$ cat config.mk
export PLATFORM = sky130hd
export DESIGN_NAME = lcd_mode_timing_and_stat_irq
export DESIGN_NICKNAME = d
export VERILOG_FILES = /design/src/hw/rtl/lmt_pkg.sv /design/src/hw/rtl/lmt_cfg.sv /design/src/hw/rtl/lmt_step.sv /design/src/hw/rtl/lcd_mode_timing_and_stat_irq.sv
export SDC_FILE = /design/constraint.sdc
export NUM_CORES = 1
export LEC_CHECK = 0
export BUFFER_PORTS_ARGS = -buffer_cell sky130_fd_sc_hd__buf_2
export CAP_MARGIN = 20
export CORE_ASPECT_RATIO = 0.5
export CORE_MARGIN = 2
export CORE_UTILIZATION = 56
export DETAILED_ROUTE_END_ITERATION = 6
export PLACE_DENSITY_LB_ADDON = 0.1
export SYNTH_ARGS = -nofsm -noshare
export SYNTH_HDL_FRONTEND = slang
export SYNTH_SLANG_ARGS = --single-unit
$ cat constraint.sdc
create_clock -name clk -period 8.7 [get_ports clk]
set_clock_uncertainty 0.2 [all_clocks]
set_input_delay 1.74 -clock clk [delete_from_list [all_inputs] [get_ports clk]]
set_output_delay 1.74 -clock clk [all_outputs]
set_load 0.02 [all_outputs]
$ cat src/hw/rtl/lmt_pkg.sv
// ---------------------------------------------------------------------------
// lmt_pkg: shared types and constants for the LCD mode timing block
// Line and frame geometry, mode codes, register indexes and the bundles
// that travel between the configuration, step and top-level modules.
// ---------------------------------------------------------------------------
package lmt_pkg;

  // Input advance width (low bits of cycles_elapsed that are used)
  localparam int ADVANCE_WIDTH = 8;

  // Line geometry in cycles
  localparam int OAM_CYCLES    = 80;
  localparam int XFER_CYCLES   = 172;
  localparam int HBLANK_CYCLES = 204;
  localparam int LINE_CYCLES   = OAM_CYCLES + XFER_CYCLES + HBLANK_CYCLES;

  // Frame geometry in lines
  localparam int VISIBLE_LINES = 144;
  localparam int VBLANK_LINES  = 10;
  localparam int FRAME_LINES   = VISIBLE_LINES + VBLANK_LINES;

  localparam int CYCLE_W = 9;
  localparam int LINE_W  = 8;

  localparam logic [CYCLE_W-1:0] OAM_END   = CYCLE_W'(OAM_CYCLES);
  localparam logic [CYCLE_W-1:0] XFER_END  = CYCLE_W'(OAM_CYCLES + XFER_CYCLES);
  localparam logic [CYCLE_W:0]   LINE_LEN  = (CYCLE_W+1)'(LINE_CYCLES);
  localparam logic [LINE_W-1:0]  VBL_START = LINE_W'(VISIBLE_LINES);
  localparam logic [LINE_W-1:0]  LAST_LINE = LINE_W'(FRAME_LINES - 1);

  // Configuration register indexes
  localparam logic CFG_LINE_COMPARE = 1'b0;
  localparam logic CFG_STAT_ENABLES = 1'b1;

  // STAT enable bit positions
  localparam int EN_HBLANK = 0;
  localparam int EN_VBLANK = 1;
  localparam int EN_OAM    = 2;
  localparam int EN_COIN   = 3;

  typedef enum logic [1:0] {
    MODE_HBLANK = 2'd0,
    MODE_VBLANK = 2'd1,
    MODE_OAM    = 2'd2,
    MODE_XFER   = 2'd3
  } mode_t;

  typedef struct packed {
    logic [7:0] line_compare;
    logic [3:0] stat_irq_enables;
  } cfg_t;

  typedef struct packed {
    mode_t             lcd_mode;
    logic [LINE_W-1:0] current_line;
    logic              coincidence;
    logic              vblank_irq;
    logic              stat_irq;
    logic              line_render_start;
    logic              frame_flip;
  } result_t;

endpackage

$ cat src/hw/rtl/lmt_cfg.sv
// ---------------------------------------------------------------------------
// lmt_cfg: configuration registers
// Holds the line compare value and the STAT interrupt enables.
// ---------------------------------------------------------------------------
module lmt_cfg (
  input  logic          clk,
  input  logic          rst,
  input  logic          cfg_valid,
  output logic          cfg_ready,
  input  logic          cfg_index,
  input  logic [7:0]    cfg_data,
  output lmt_pkg::cfg_t cfg
);

  // always able to take a write
  assign cfg_ready = 1'b1;

  // register write on transfer
  always_ff @(posedge clk) begin
    if (rst) begin
      cfg.line_compare     <= '0;
      cfg.stat_irq_enables <= '0;
    end else if (cfg_valid) begin
      unique case (cfg_index)
        lmt_pkg::CFG_LINE_COMPARE: cfg.line_compare     <= cfg_data;
        lmt_pkg::CFG_STAT_ENABLES: cfg.stat_irq_enables <= cfg_data[3:0];
        default:                   cfg.line_compare     <= cfg.line_compare;
      endcase
    end
  end

endmodule

$ cat src/hw/rtl/lmt_step.sv
// ---------------------------------------------------------------------------
// lmt_step: line / frame position counters and per-step result logic
// Advances the cycle and line counters, derives the mode and raises the
// entry pulses and interrupt requests for one step.
// ---------------------------------------------------------------------------
module lmt_step (
  input  logic                              clk,
  input  logic                              rst,
  input  logic                              step_en,
  input  logic [lmt_pkg::ADVANCE_WIDTH-1:0] adv,
  input  lmt_pkg::cfg_t                     cfg,
  output lmt_pkg::result_t                  res
);

  logic [lmt_pkg::CYCLE_W-1:0] line_cycle, line_cycle_next;
  logic [lmt_pkg::LINE_W-1:0]  line_counter, line_counter_next;
  lmt_pkg::mode_t              previous_mode, mode_next;
  logic [lmt_pkg::CYCLE_W:0]   sum;
  logic                        wrap;
  logic                        entered;
  logic                        coin;

  // cycle advance, one line boundary at most
  assign sum  = {1'b0, line_cycle} + (lmt_pkg::CYCLE_W+1)'(adv);
  assign wrap = (sum >= lmt_pkg::LINE_LEN);

  always_comb begin
    line_cycle_next   = wrap ? lmt_pkg::CYCLE_W'(sum - lmt_pkg::LINE_LEN)
                             : sum[lmt_pkg::CYCLE_W-1:0];
    line_counter_next = line_counter;
    if (wrap) begin
      line_counter_next = (line_counter == lmt_pkg::LAST_LINE) ? '0
                          : line_counter + 8'd1;
    end
  end

  // mode from new position
  always_comb begin
    if (line_counter_next >= lmt_pkg::VBL_START) begin
      mode_next = lmt_pkg::MODE_VBLANK;
    end else if (line_cycle_next < lmt_pkg::OAM_END) begin
      mode_next = lmt_pkg::MODE_OAM;
    end else if (line_cycle_next < lmt_pkg::XFER_END) begin
      mode_next = lmt_pkg::MODE_XFER;
    end else begin
      mode_next = lmt_pkg::MODE_HBLANK;
    end
  end

  // entry pulses and interrupt requests
  assign entered = (mode_next != previous_mode);
  assign coin    = (line_counter_next == cfg.line_compare);

  always_comb begin
    res.lcd_mode          = mode_next;
    res.current_line      = line_counter_next;
    res.coincidence       = coin;
    res.vblank_irq        = entered && (mode_next == lmt_pkg::MODE_VBLANK);
    res.frame_flip        = res.vblank_irq;
    res.line_render_start = entered && (mode_next == lmt_pkg::MODE_XFER);
    res.stat_irq          = coin && cfg.stat_irq_enables[lmt_pkg::EN_COIN];
    if (entered) begin
      unique case (mode_next)
        lmt_pkg::MODE_HBLANK:
          if (cfg.stat_irq_enables[lmt_pkg::EN_HBLANK]) res.stat_irq = 1'b1;
        lmt_pkg::MODE_VBLANK:
          if (cfg.stat_irq_enables[lmt_pkg::EN_VBLANK]) res.stat_irq = 1'b1;
        lmt_pkg::MODE_OAM:
          if (cfg.stat_irq_enables[lmt_pkg::EN_OAM]) res.stat_irq = 1'b1;
        default: ;
      endcase
    end
  end

  // position state
  always_ff @(posedge clk) begin
    if (rst) begin
      line_cycle    <= '0;
      line_counter  <= lmt_pkg::VBL_START;
      previous_mode <= lmt_pkg::MODE_HBLANK;
    end else if (step_en) begin
      line_cycle    <= line_cycle_next;
      line_counter  <= line_counter_next;
      previous_mode <= mode_next;
    end
  end

endmodule

$ cat src/hw/rtl/lcd_mode_timing_and_stat_irq.sv
// ---------------------------------------------------------------------------
// lcd_mode_timing_and_stat_irq: LCD mode timing and STAT interrupt generator
// Tracks the position in a line and a 154-line frame, and per
// step reports mode, line, coincidence and interrupt / event pulses.
// ---------------------------------------------------------------------------
//
//  channel  | direction | handshake          | payload
//  ---------+-----------+--------------------+---------------------------------
//  input    | in        | in_valid/in_stall  | cycles_elapsed
//  result   | out       | out_valid/out_stall| lcd_mode, current_line, flags
//  config   | in        | cfg_valid/cfg_ready| cfg_index, cfg_data
//
//  One item per clock sustained while out_stall is low; each item passes
//  through the input register, then the result register, whose contents
//  are the presented result.
//  Rate is set by the single counter-add / compare step between the two
//  registers, which updates the position state once per item.
//  Reset (rst, synchronous) puts the position at cycle 0 of line 144.
//  out_stall holds the result register; the input register keeps taking
//  items while it is empty or the result register is free or being drained.
//
module lcd_mode_timing_and_stat_irq (
  input  logic       clk,
  input  logic       rst,
  // input channel
  input  logic       in_valid,
  output logic       in_stall,
  input  logic [7:0] cycles_elapsed,
  // result channel
  output logic       out_valid,
  input  logic       out_stall,
  output logic [1:0] lcd_mode,
  output logic [7:0] current_line,
  output logic       coincidence,
  output logic       vblank_irq,
  output logic       stat_irq,
  output logic       line_render_start,
  output logic       frame_flip,
  // configuration channel
  input  logic       cfg_valid,
  output logic       cfg_ready,
  input  logic       cfg_index,
  input  logic [7:0] cfg_data
);

  lmt_pkg::cfg_t                     cfg;
  lmt_pkg::result_t                  step_res;
  lmt_pkg::result_t                  res;
  logic                              in_reg_valid;
  logic [lmt_pkg::ADVANCE_WIDTH-1:0] in_reg_adv;
  logic                              out_load;
  logic                              step_en;
  logic                              in_xfer;

  // handshake control
  assign out_load = !out_valid || !out_stall;
  assign step_en  = in_reg_valid && out_load;
  assign in_stall = in_reg_valid && !out_load;
  assign in_xfer  = in_valid && !in_stall;

  lmt_cfg u_cfg (
    .clk       (clk),
    .rst       (rst),
    .cfg_valid (cfg_valid),
    .cfg_ready (cfg_ready),
    .cfg_index (cfg_index),
    .cfg_data  (cfg_data),
    .cfg       (cfg)
  );

  lmt_step u_step (
    .clk     (clk),
    .rst     (rst),
    .step_en (step_en),
    .adv     (in_reg_adv),
    .cfg     (cfg),
    .res     (step_res)
  );

  // input register
  always_ff @(posedge clk) begin
    if (rst) begin
      in_reg_valid <= 1'b0;
    end else begin
      in_reg_valid <= in_xfer || (in_reg_valid && !step_en);
    end
    if (in_xfer) begin
      in_reg_adv <= cycles_elapsed[lmt_pkg::ADVANCE_WIDTH-1:0];
    end
  end

  // result register
  always_ff @(posedge clk) begin
    if (rst) begin
      out_valid <= 1'b0;
    end else if (out_load) begin
      out_valid <= in_reg_valid;
    end
    if (step_en) begin
      res <= step_res;
    end
  end

  assign lcd_mode          = res.lcd_mode;
  assign current_line      = res.current_line;
  assign coincidence       = res.coincidence;
  assign vblank_irq        = res.vblank_irq;
  assign stat_irq          = res.stat_irq;
  assign line_render_start = res.line_render_start;
  assign frame_flip        = res.frame_flip;

  // checks
  a_vbl_mode : assert property (@(posedge clk) disable iff (rst)
    out_valid && vblank_irq |-> lcd_mode == lmt_pkg::MODE_VBLANK)
    else $error("vblank_irq outside vblank mode");

  a_render_mode : assert property (@(posedge clk) disable iff (rst)
    out_valid && line_render_start |-> lcd_mode == lmt_pkg::MODE_XFER)
    else $error("line_render_start outside data transfer");

  a_line_range : assert property (@(posedge clk) disable iff (rst)
    out_valid |-> current_line <= lmt_pkg::LAST_LINE)
    else $error("current_line out of frame");

  a_vbl_lines : assert property (@(posedge clk) disable iff (rst)
    out_valid |-> (lcd_mode == lmt_pkg::MODE_VBLANK) ==
                  (current_line >= lmt_pkg::VBL_START))
    else $error("vblank mode does not match line");

endmodule

==> results_dict.tcl, run 1 <==
set metrics [dict create \
    status "finished, final reports clean" \
    ioPinCount 40 \
    synth_top_area_share 0.209 \
    htree_num_levels 2 \
    cts.repair.resized 0 \
    holdPathStages 2 \
    core_area_um2 5470 \
    swShare 0.311 \
    setup-tns-final_ns 0 \
    max_cap_violations 0 \
    grt-ovfl-total 0 \
    ys_warn_count 0 \
    antenna_found_initial 0 \
    fmax_ghz 0.229 \
    peakVddDrop_mv 0.106 \
    dp_hpwl_mm 4.86 \
    synth-seq-cells 55 \
    routed_via_density 5.72 \
    report.final.slew_viol_count 0 \
    clk_pin_slew_ns 0.08 \
    drt_iter0_drc 211 \
    die_w_um 110 \
    relSlewSlack 0.427 \
    nFillCells 442 \
    setup_violations 0 \
    synth_cells 322 \
    end_kind "flop" \
    dieArea_um2 6310 \
    die_h_um 57.2 \
    start_util 0.579 \
    synth_area_leader_cell "dfxtp_1" \
    grt.total_usage 0.226 \
    drtAntennaViolNets 0 \
    nets 386 \
    postCtsSetupBuffers 0 \
    dp.cells 418 \
    cp-start-kind "flop" \
    power.density_nw_per_um2 190 \
    fin_cells 426 \
    yosysMostFrequentCell "nor2_1" \
    synth_cell_types 65 \
    totalWireLength_mm 6.52 \
    synthArstFlopShare 0 \
    place.port_buffers 38 \
    avgSynthCellArea_um2 9.83 \
    grt_pass1_wl_mm 10.9 \
    synth_common_cells "41 x nor2_1, 33 x dfxtp_1, 28 x nand2_1" \
    root_buffer "clkbuf_16" \
    power_frac_comb 0.250 \
    hold_viol 0 \
    num_rows 19 \
    drt-pass1-iter-count 4 \
    min_path_type "reg -> reg" \
    grt_max_degree 34 \
    cts.path.max_buffers 2 \
    syn2layout_area_growth_pct 10.8 \
    r2r_cells 12 \
    synth_edf_count 22 \
    p_leak_nw 1.43 \
    p_int_mw 0.460 \
    path_max_fanout 10 \
    cp_top_family "compound AO/OA/AOI/OAI gates" \
    required_ns 8.54 \
    min_period_ns 4.36 \
    rsz0062_at_grt "false" \
    synth_area_um2 3170 \
    vias 2437 \
    crit_slowest_cell "o41ai_4" \
    worst_pin_slew_ns 0.857 \
    seq_power_share 0.443 \
    wl_per_cell_um 15.3 \
    syn-num-nets 356 \
    worstSetupPathDepth 12 \
    power_switching_mw 0.208 \
    timing.final.crit_share 0.501 \
    grt_pass1_vias 2270 \
    path_class "reg -> reg" \
    clk_latency_ns 0.30 \
    cts_hold_buf 0 \
    tritoncts "done" \
    worstPathCellList "ha_1 -> fa_1 -> a21o_2 -> a221oi_4 -> xnor2_1 -> nand3_2 -> o31a_1 -> mux2_4 -> o41ai_4 -> nor2_1 -> nor4_2 -> o41ai_2" \
    p_clk_frac 0.306 \
    drive_gt1_frac 0.215 \
    max_stage_delay_ns 0.49 \
    cts.sinks 55 \
    worstPathArrival_ns 4.21 \
    place_congestion 0.904 \
    antenna_cells 0 \
    synth-main-ff-cell "dfxtp_1" \
    yosys-top-cells-area "dfxtp_1 21%, edfxtp_1 21%, nor2_1 4.9%" \
    numCtsBuffers 5 \
    crit_buf_inv 0 \
    drc 0 \
    yosysSeqAreaShare 0.417 \
]
flip-flops by register name, indices dropped and copies added, names as in the netlist:
name / cells
coincidence: 1
current_line: 8
frame_flip: 1
in_reg_adv: 8
in_reg_valid: 1
lcd_mode: 2
line_render_start: 1
out_valid: 1
stat_irq: 1
u_cfg.cfg: 12
u_step.line_counter: 8
u_step.line_cycle: 9
u_step.previous_mode: 2
final cells by class:
class	instances	area [um2]	share of cell area
sequential	55	1320	0.377
inverter	12	45.0	0.0128
clock inverter	3	25.0	0.00714
tap	73	91.3	0.0261
clock buffer	5	125	0.0357
timing repair buffer	39	198	0.0564
multi-input combinational	239	1700	0.485
through the flow:
step	worst slack (ns)	utilization	cell area [um2]	hold WS (ns)	total power, mW
finish	4.34	0.641	3510	0.263	0.668
floorplan	4.73	-	3170	0.233	0.435
global route	4.05	0.641	3510	0.293	0.703
global placement	4.57	0.614	3360	0.248	0.462
CTS	4.38	0.641	3510	0.263	0.671
detailed placement	4.40	0.614	3360	0.252	0.468
kinds of logic after synthesis:
| kind of cell | Yosys count | share of synthesized area |
|---|---|---|
| and+or+nand+nor | 128 | 0.215 |
| AOI/OAI and AO/OA | 67 | 0.170 |
| DFF | 55 | 0.417 |
| buffers and inverters | 28 | 0.0455 |
| xor gates and xnor gates | 16 | 0.0530 |
| muxes | 15 | 0.0490 |
| adders and majority gates | 12 | 0.0498 |
| other | 1 | 0.00118 |
worst reg2reg max path, delay by kind of cell, from the launching register on:
family / cells / cell delay [ns]
AOI/OAI and AO/OA: 5 / 1.60
DFF: 1 / 0.38
muxes: 1 / 0.36
and+or+nand+nor: 3 / 0.61
adders and majority gates: 2 / 0.65
xor gates and xnor gates: 1 / 0.31
layout by cell type, fill, tap and decap left out, types with 2 or more instances in the layout:
cell | netlist | layout
a211oi_1 | 9 | 9
a21o_1 | 5 | 5
a21oi_1 | 17 | 17
and3_1 | 4 | 4
and3_2 | 3 | 3
buf_2 | 0 | 38
clkbuf_16 | 0 | 5
clkinv_4 | 0 | 2
dfxtp_1 | 33 | 33
edfxtp_1 | 22 | 22
ha_1 | 11 | 11
inv_1 | 11 | 11
mux2i_1 | 14 | 14
nand2_1 | 28 | 28
nand3_1 | 13 | 13
nand3_2 | 2 | 2
nor2_1 | 41 | 41
nor2b_1 | 3 | 3
nor3_1 | 8 | 8
nor3_2 | 2 | 2
nor4_1 | 2 | 2
nor4b_1 | 2 | 2
o211ai_1 | 3 | 3
o21a_1 | 3 | 3
o21ai_0 | 6 | 6
o311ai_0 | 3 | 3
o31a_2 | 3 | 3
o31ai_1 | 3 | 3
or2_2 | 5 | 5
or3_1 | 4 | 4
xnor2_1 | 10 | 10
xnor3_1 | 2 | 2
xor2_1 | 4 | 4
power groups by stage:
stage               Sequential (mW)  Clock [mW]  Combinational [mW]
floorplan                     0.303           0               0.131
global placement              0.301           0               0.161
finish                        0.296       0.205               0.167
detailed placement            0.302           0               0.166
global route                  0.298       0.221               0.185
CTS                           0.296       0.208               0.167
metal layers:
layer / track usage / wire length (um) / part of all wire / up-vias
met4: 0.0464 / 49 / 0.0075 / 0
met2: 0.338 / 2860 / 0.44 / 59
met3: 0.0594 / 381 / 0.058 / 4
li1: - / - / - / 1236
met5: 0 / 0 / 0 / -
met1: 0.331 / 3230 / 0.49 / 1138
worst paths after layout:
path                                  start                   endpoint  slack [ns]
hold reg to reg   u_cfg.cfg[0]$_SDFFE_PP0P_  u_cfg.cfg[0]$_SDFFE_PP0P_        0.26
hold / removal    u_cfg.cfg[0]$_SDFFE_PP0P_  u_cfg.cfg[0]$_SDFFE_PP0P_        0.26
setup / recovery    in_reg_adv[0]$_DFFE_PP_         stat_irq$_DFFE_PP_        4.34
setup reg to reg    in_reg_adv[0]$_DFFE_PP_         stat_irq$_DFFE_PP_        4.34
Power figures use the tool's default switching activity.
==> inputs of run 2 (changes only) <==
==> constraint.sdc (replaced) <==
create_clock -name clk -period 4.4 [get_ports clk]
set_clock_uncertainty 0.2 [all_clocks]
set_input_delay 0.88 -clock clk [delete_from_list [all_inputs] [get_ports clk]]
set_output_delay 0.88 -clock clk [all_outputs]
set_load 0.02 [all_outputs]
==> results_dict.tcl, run 2 (synthesized netlist as in run 1, its figures left out) <==
set metrics [dict create \
    htree_num_levels 2 \
    num_rows 19 \
    dp_hpwl_mm 4.92 \
    multiInputGateArea_um2 1720 \
    cts.path.max_buffers 2 \
    timing.final.crit_share 0.958 \
    holdWs_ns 0.264 \
    dieArea_um2 6310 \
    worstPathArrival_ns 4.06 \
    place.port_buffers 38 \
    drt_iter0_drc 238 \
    drt-pass1-iter-count 5 \
    die_h_um 57.2 \
    fin_cells 429 \
    tritoncts "done" \
    fmax_ghz 0.237 \
    drc 0 \
    min_period_ns 4.22 \
    end_kind "flop" \
    syn2layout_area_growth_pct 12.0 \
    wl_per_cell_um 15.6 \
    max_cap_violations 0 \
    drtAntennaViolNets 0 \
    path_class "reg -> reg" \
    die_w_um 110 \
    clk_pin_slew_ns 0.07 \
    totalWireLength_mm 6.70 \
    power.density_nw_per_um2 375 \
    layout_commonest_cell "nor2_1" \
    setup-tns-final_ns 0 \
    top_register "u_cfg.cfg" \
    antenna_found_initial 0 \
    path_max_fanout 8 \
    nFillCells 436 \
    dp.cells 420 \
    pre_cts_ws_ns 0.138 \
    numCtsBuffers 5 \
    worst_pin_slew_ns 0.861 \
    p_leak_nw 1.45 \
    seqCellArea_um2 1320 \
    core_area_um2 5470 \
    largest_registers "u_cfg.cfg (12), u_step.line_cycle (9)" \
    antenna_cells 0 \
    max_stage_delay_ns 0.50 \
    grt_pass1_wl_mm 11.2 \
    crit_slowest_cell "o31ai_4" \
    setup_violations 0 \
    vias 2538 \
    grt_pass1_vias 2346 \
    largest_reg_flops 12 \
    relSlewSlack 0.425 \
    hold_viol 0 \
    min_path_type "reg -> reg" \
    cp-start-kind "flop" \
    grt-ovfl-total 0 \
    ioPinCount 40 \
    final_area_um2 3540 \
    root_buffer "clkbuf_16" \
    cts_hold_buf 0 \
    peakVddDrop_mv 0.226 \
    required_ns 4.24 \
    layout_common_cells "41 x nor2_1, 38 x buf_2, 33 x dfxtp_1, 28 x nand2_1, 22 x edfxtp_1" \
    grt_max_degree 36 \
    routed_via_density 5.92 \
    rsz0062_at_grt "true" \
    cts.sinks 55 \
    status "finished, final reports clean" \
    utilization 0.648 \
    grt.total_usage 0.231 \
    place_congestion 0.878 \
    setup_slack_ns 0.185 \
    clk_latency_ns 0.30 \
    dpl_cell_area_um2 3370 \
    drive_gt1_frac 0.230 \
    worstPathCellList "ha_1 -> fa_1 -> a21o_2 -> a221oi_4 -> xnor2_2 -> nand3_2 -> o31ai_4 -> nand2_1 -> xnor2_1 -> o31a_2 -> nor4_2 -> o41ai_2" \
    start_util 0.579 \
    nets 389 \
    p_total_mw 1.33 \
    report.final.slew_viol_count 0 \
]
run 2: cell types whose count changed in the layout (fill, tap and decap cells not counted), sizes merged:
| cell | previous run | this run |
|---|---|---|
| clkinv | 3 | 1 |
| inv | 11 | 12 |
| buf | 39 | 42 |
| clkbuf | 5 | 6 |
run 2: final cells by class:
type	count	area share
clock inverters	2	0.00459
flip-flops and latches	55	0.373
multi-input cells	239	0.486
well taps	73	0.0258
clock buffers	6	0.0364
repair buffers	42	0.0621
inverters	12	0.0127
run 2: timing repair:
| action | CTS | global route |
|---|---|---|
| endpoints found under the setup margin | 0 | 2 |
| resized for setup | 0 | 5 |
| buffers inserted | 0 | 1 |
run 2: power breakdown:
part | internal (mW) | leakage, nW | switching (mW)
clock | 0.214 | 0.0675 | 0.189
sequential | 0.563 | 0.478 | 0.0222
combinational | 0.139 | 0.901 | 0.202
run 2: routing by layer:
layer,vias up,wire length [um],global-route usage,part of all wire
met1,1232,3320,0.333,0.50
met3,8,401,0.0629,0.060
met4,0,74,0.0643,0.011
met5,-,0,0,0
met2,63,2910,0.345,0.43
li1,1235,-,-,-
run 2: final timing paths:
check	from	endpoint	slack, ns	cells after the start
worst max-delay path	in_reg_adv[0]$_DFFE_PP_	stat_irq$_DFFE_PP_	0.18	12
worst min-delay path	u_cfg.cfg[0]$_SDFFE_PP0P_	u_cfg.cfg[0]$_SDFFE_PP0P_	0.26	2
worst max register to register	in_reg_adv[0]$_DFFE_PP_	stat_irq$_DFFE_PP_	0.18	12
worst min register to register	u_cfg.cfg[0]$_SDFFE_PP0P_	u_cfg.cfg[0]$_SDFFE_PP0P_	0.26	2
run 2: critical path, delay by kind of cell (launching register included):
kind	cells	cell delay [ns]
adders and majority gates	2	0.65
and+or+nand+nor	3	0.71
AOI/OAI and AO/OA	5	1.62
xor gates and xnor gates	2	0.41
DFF	1	0.37
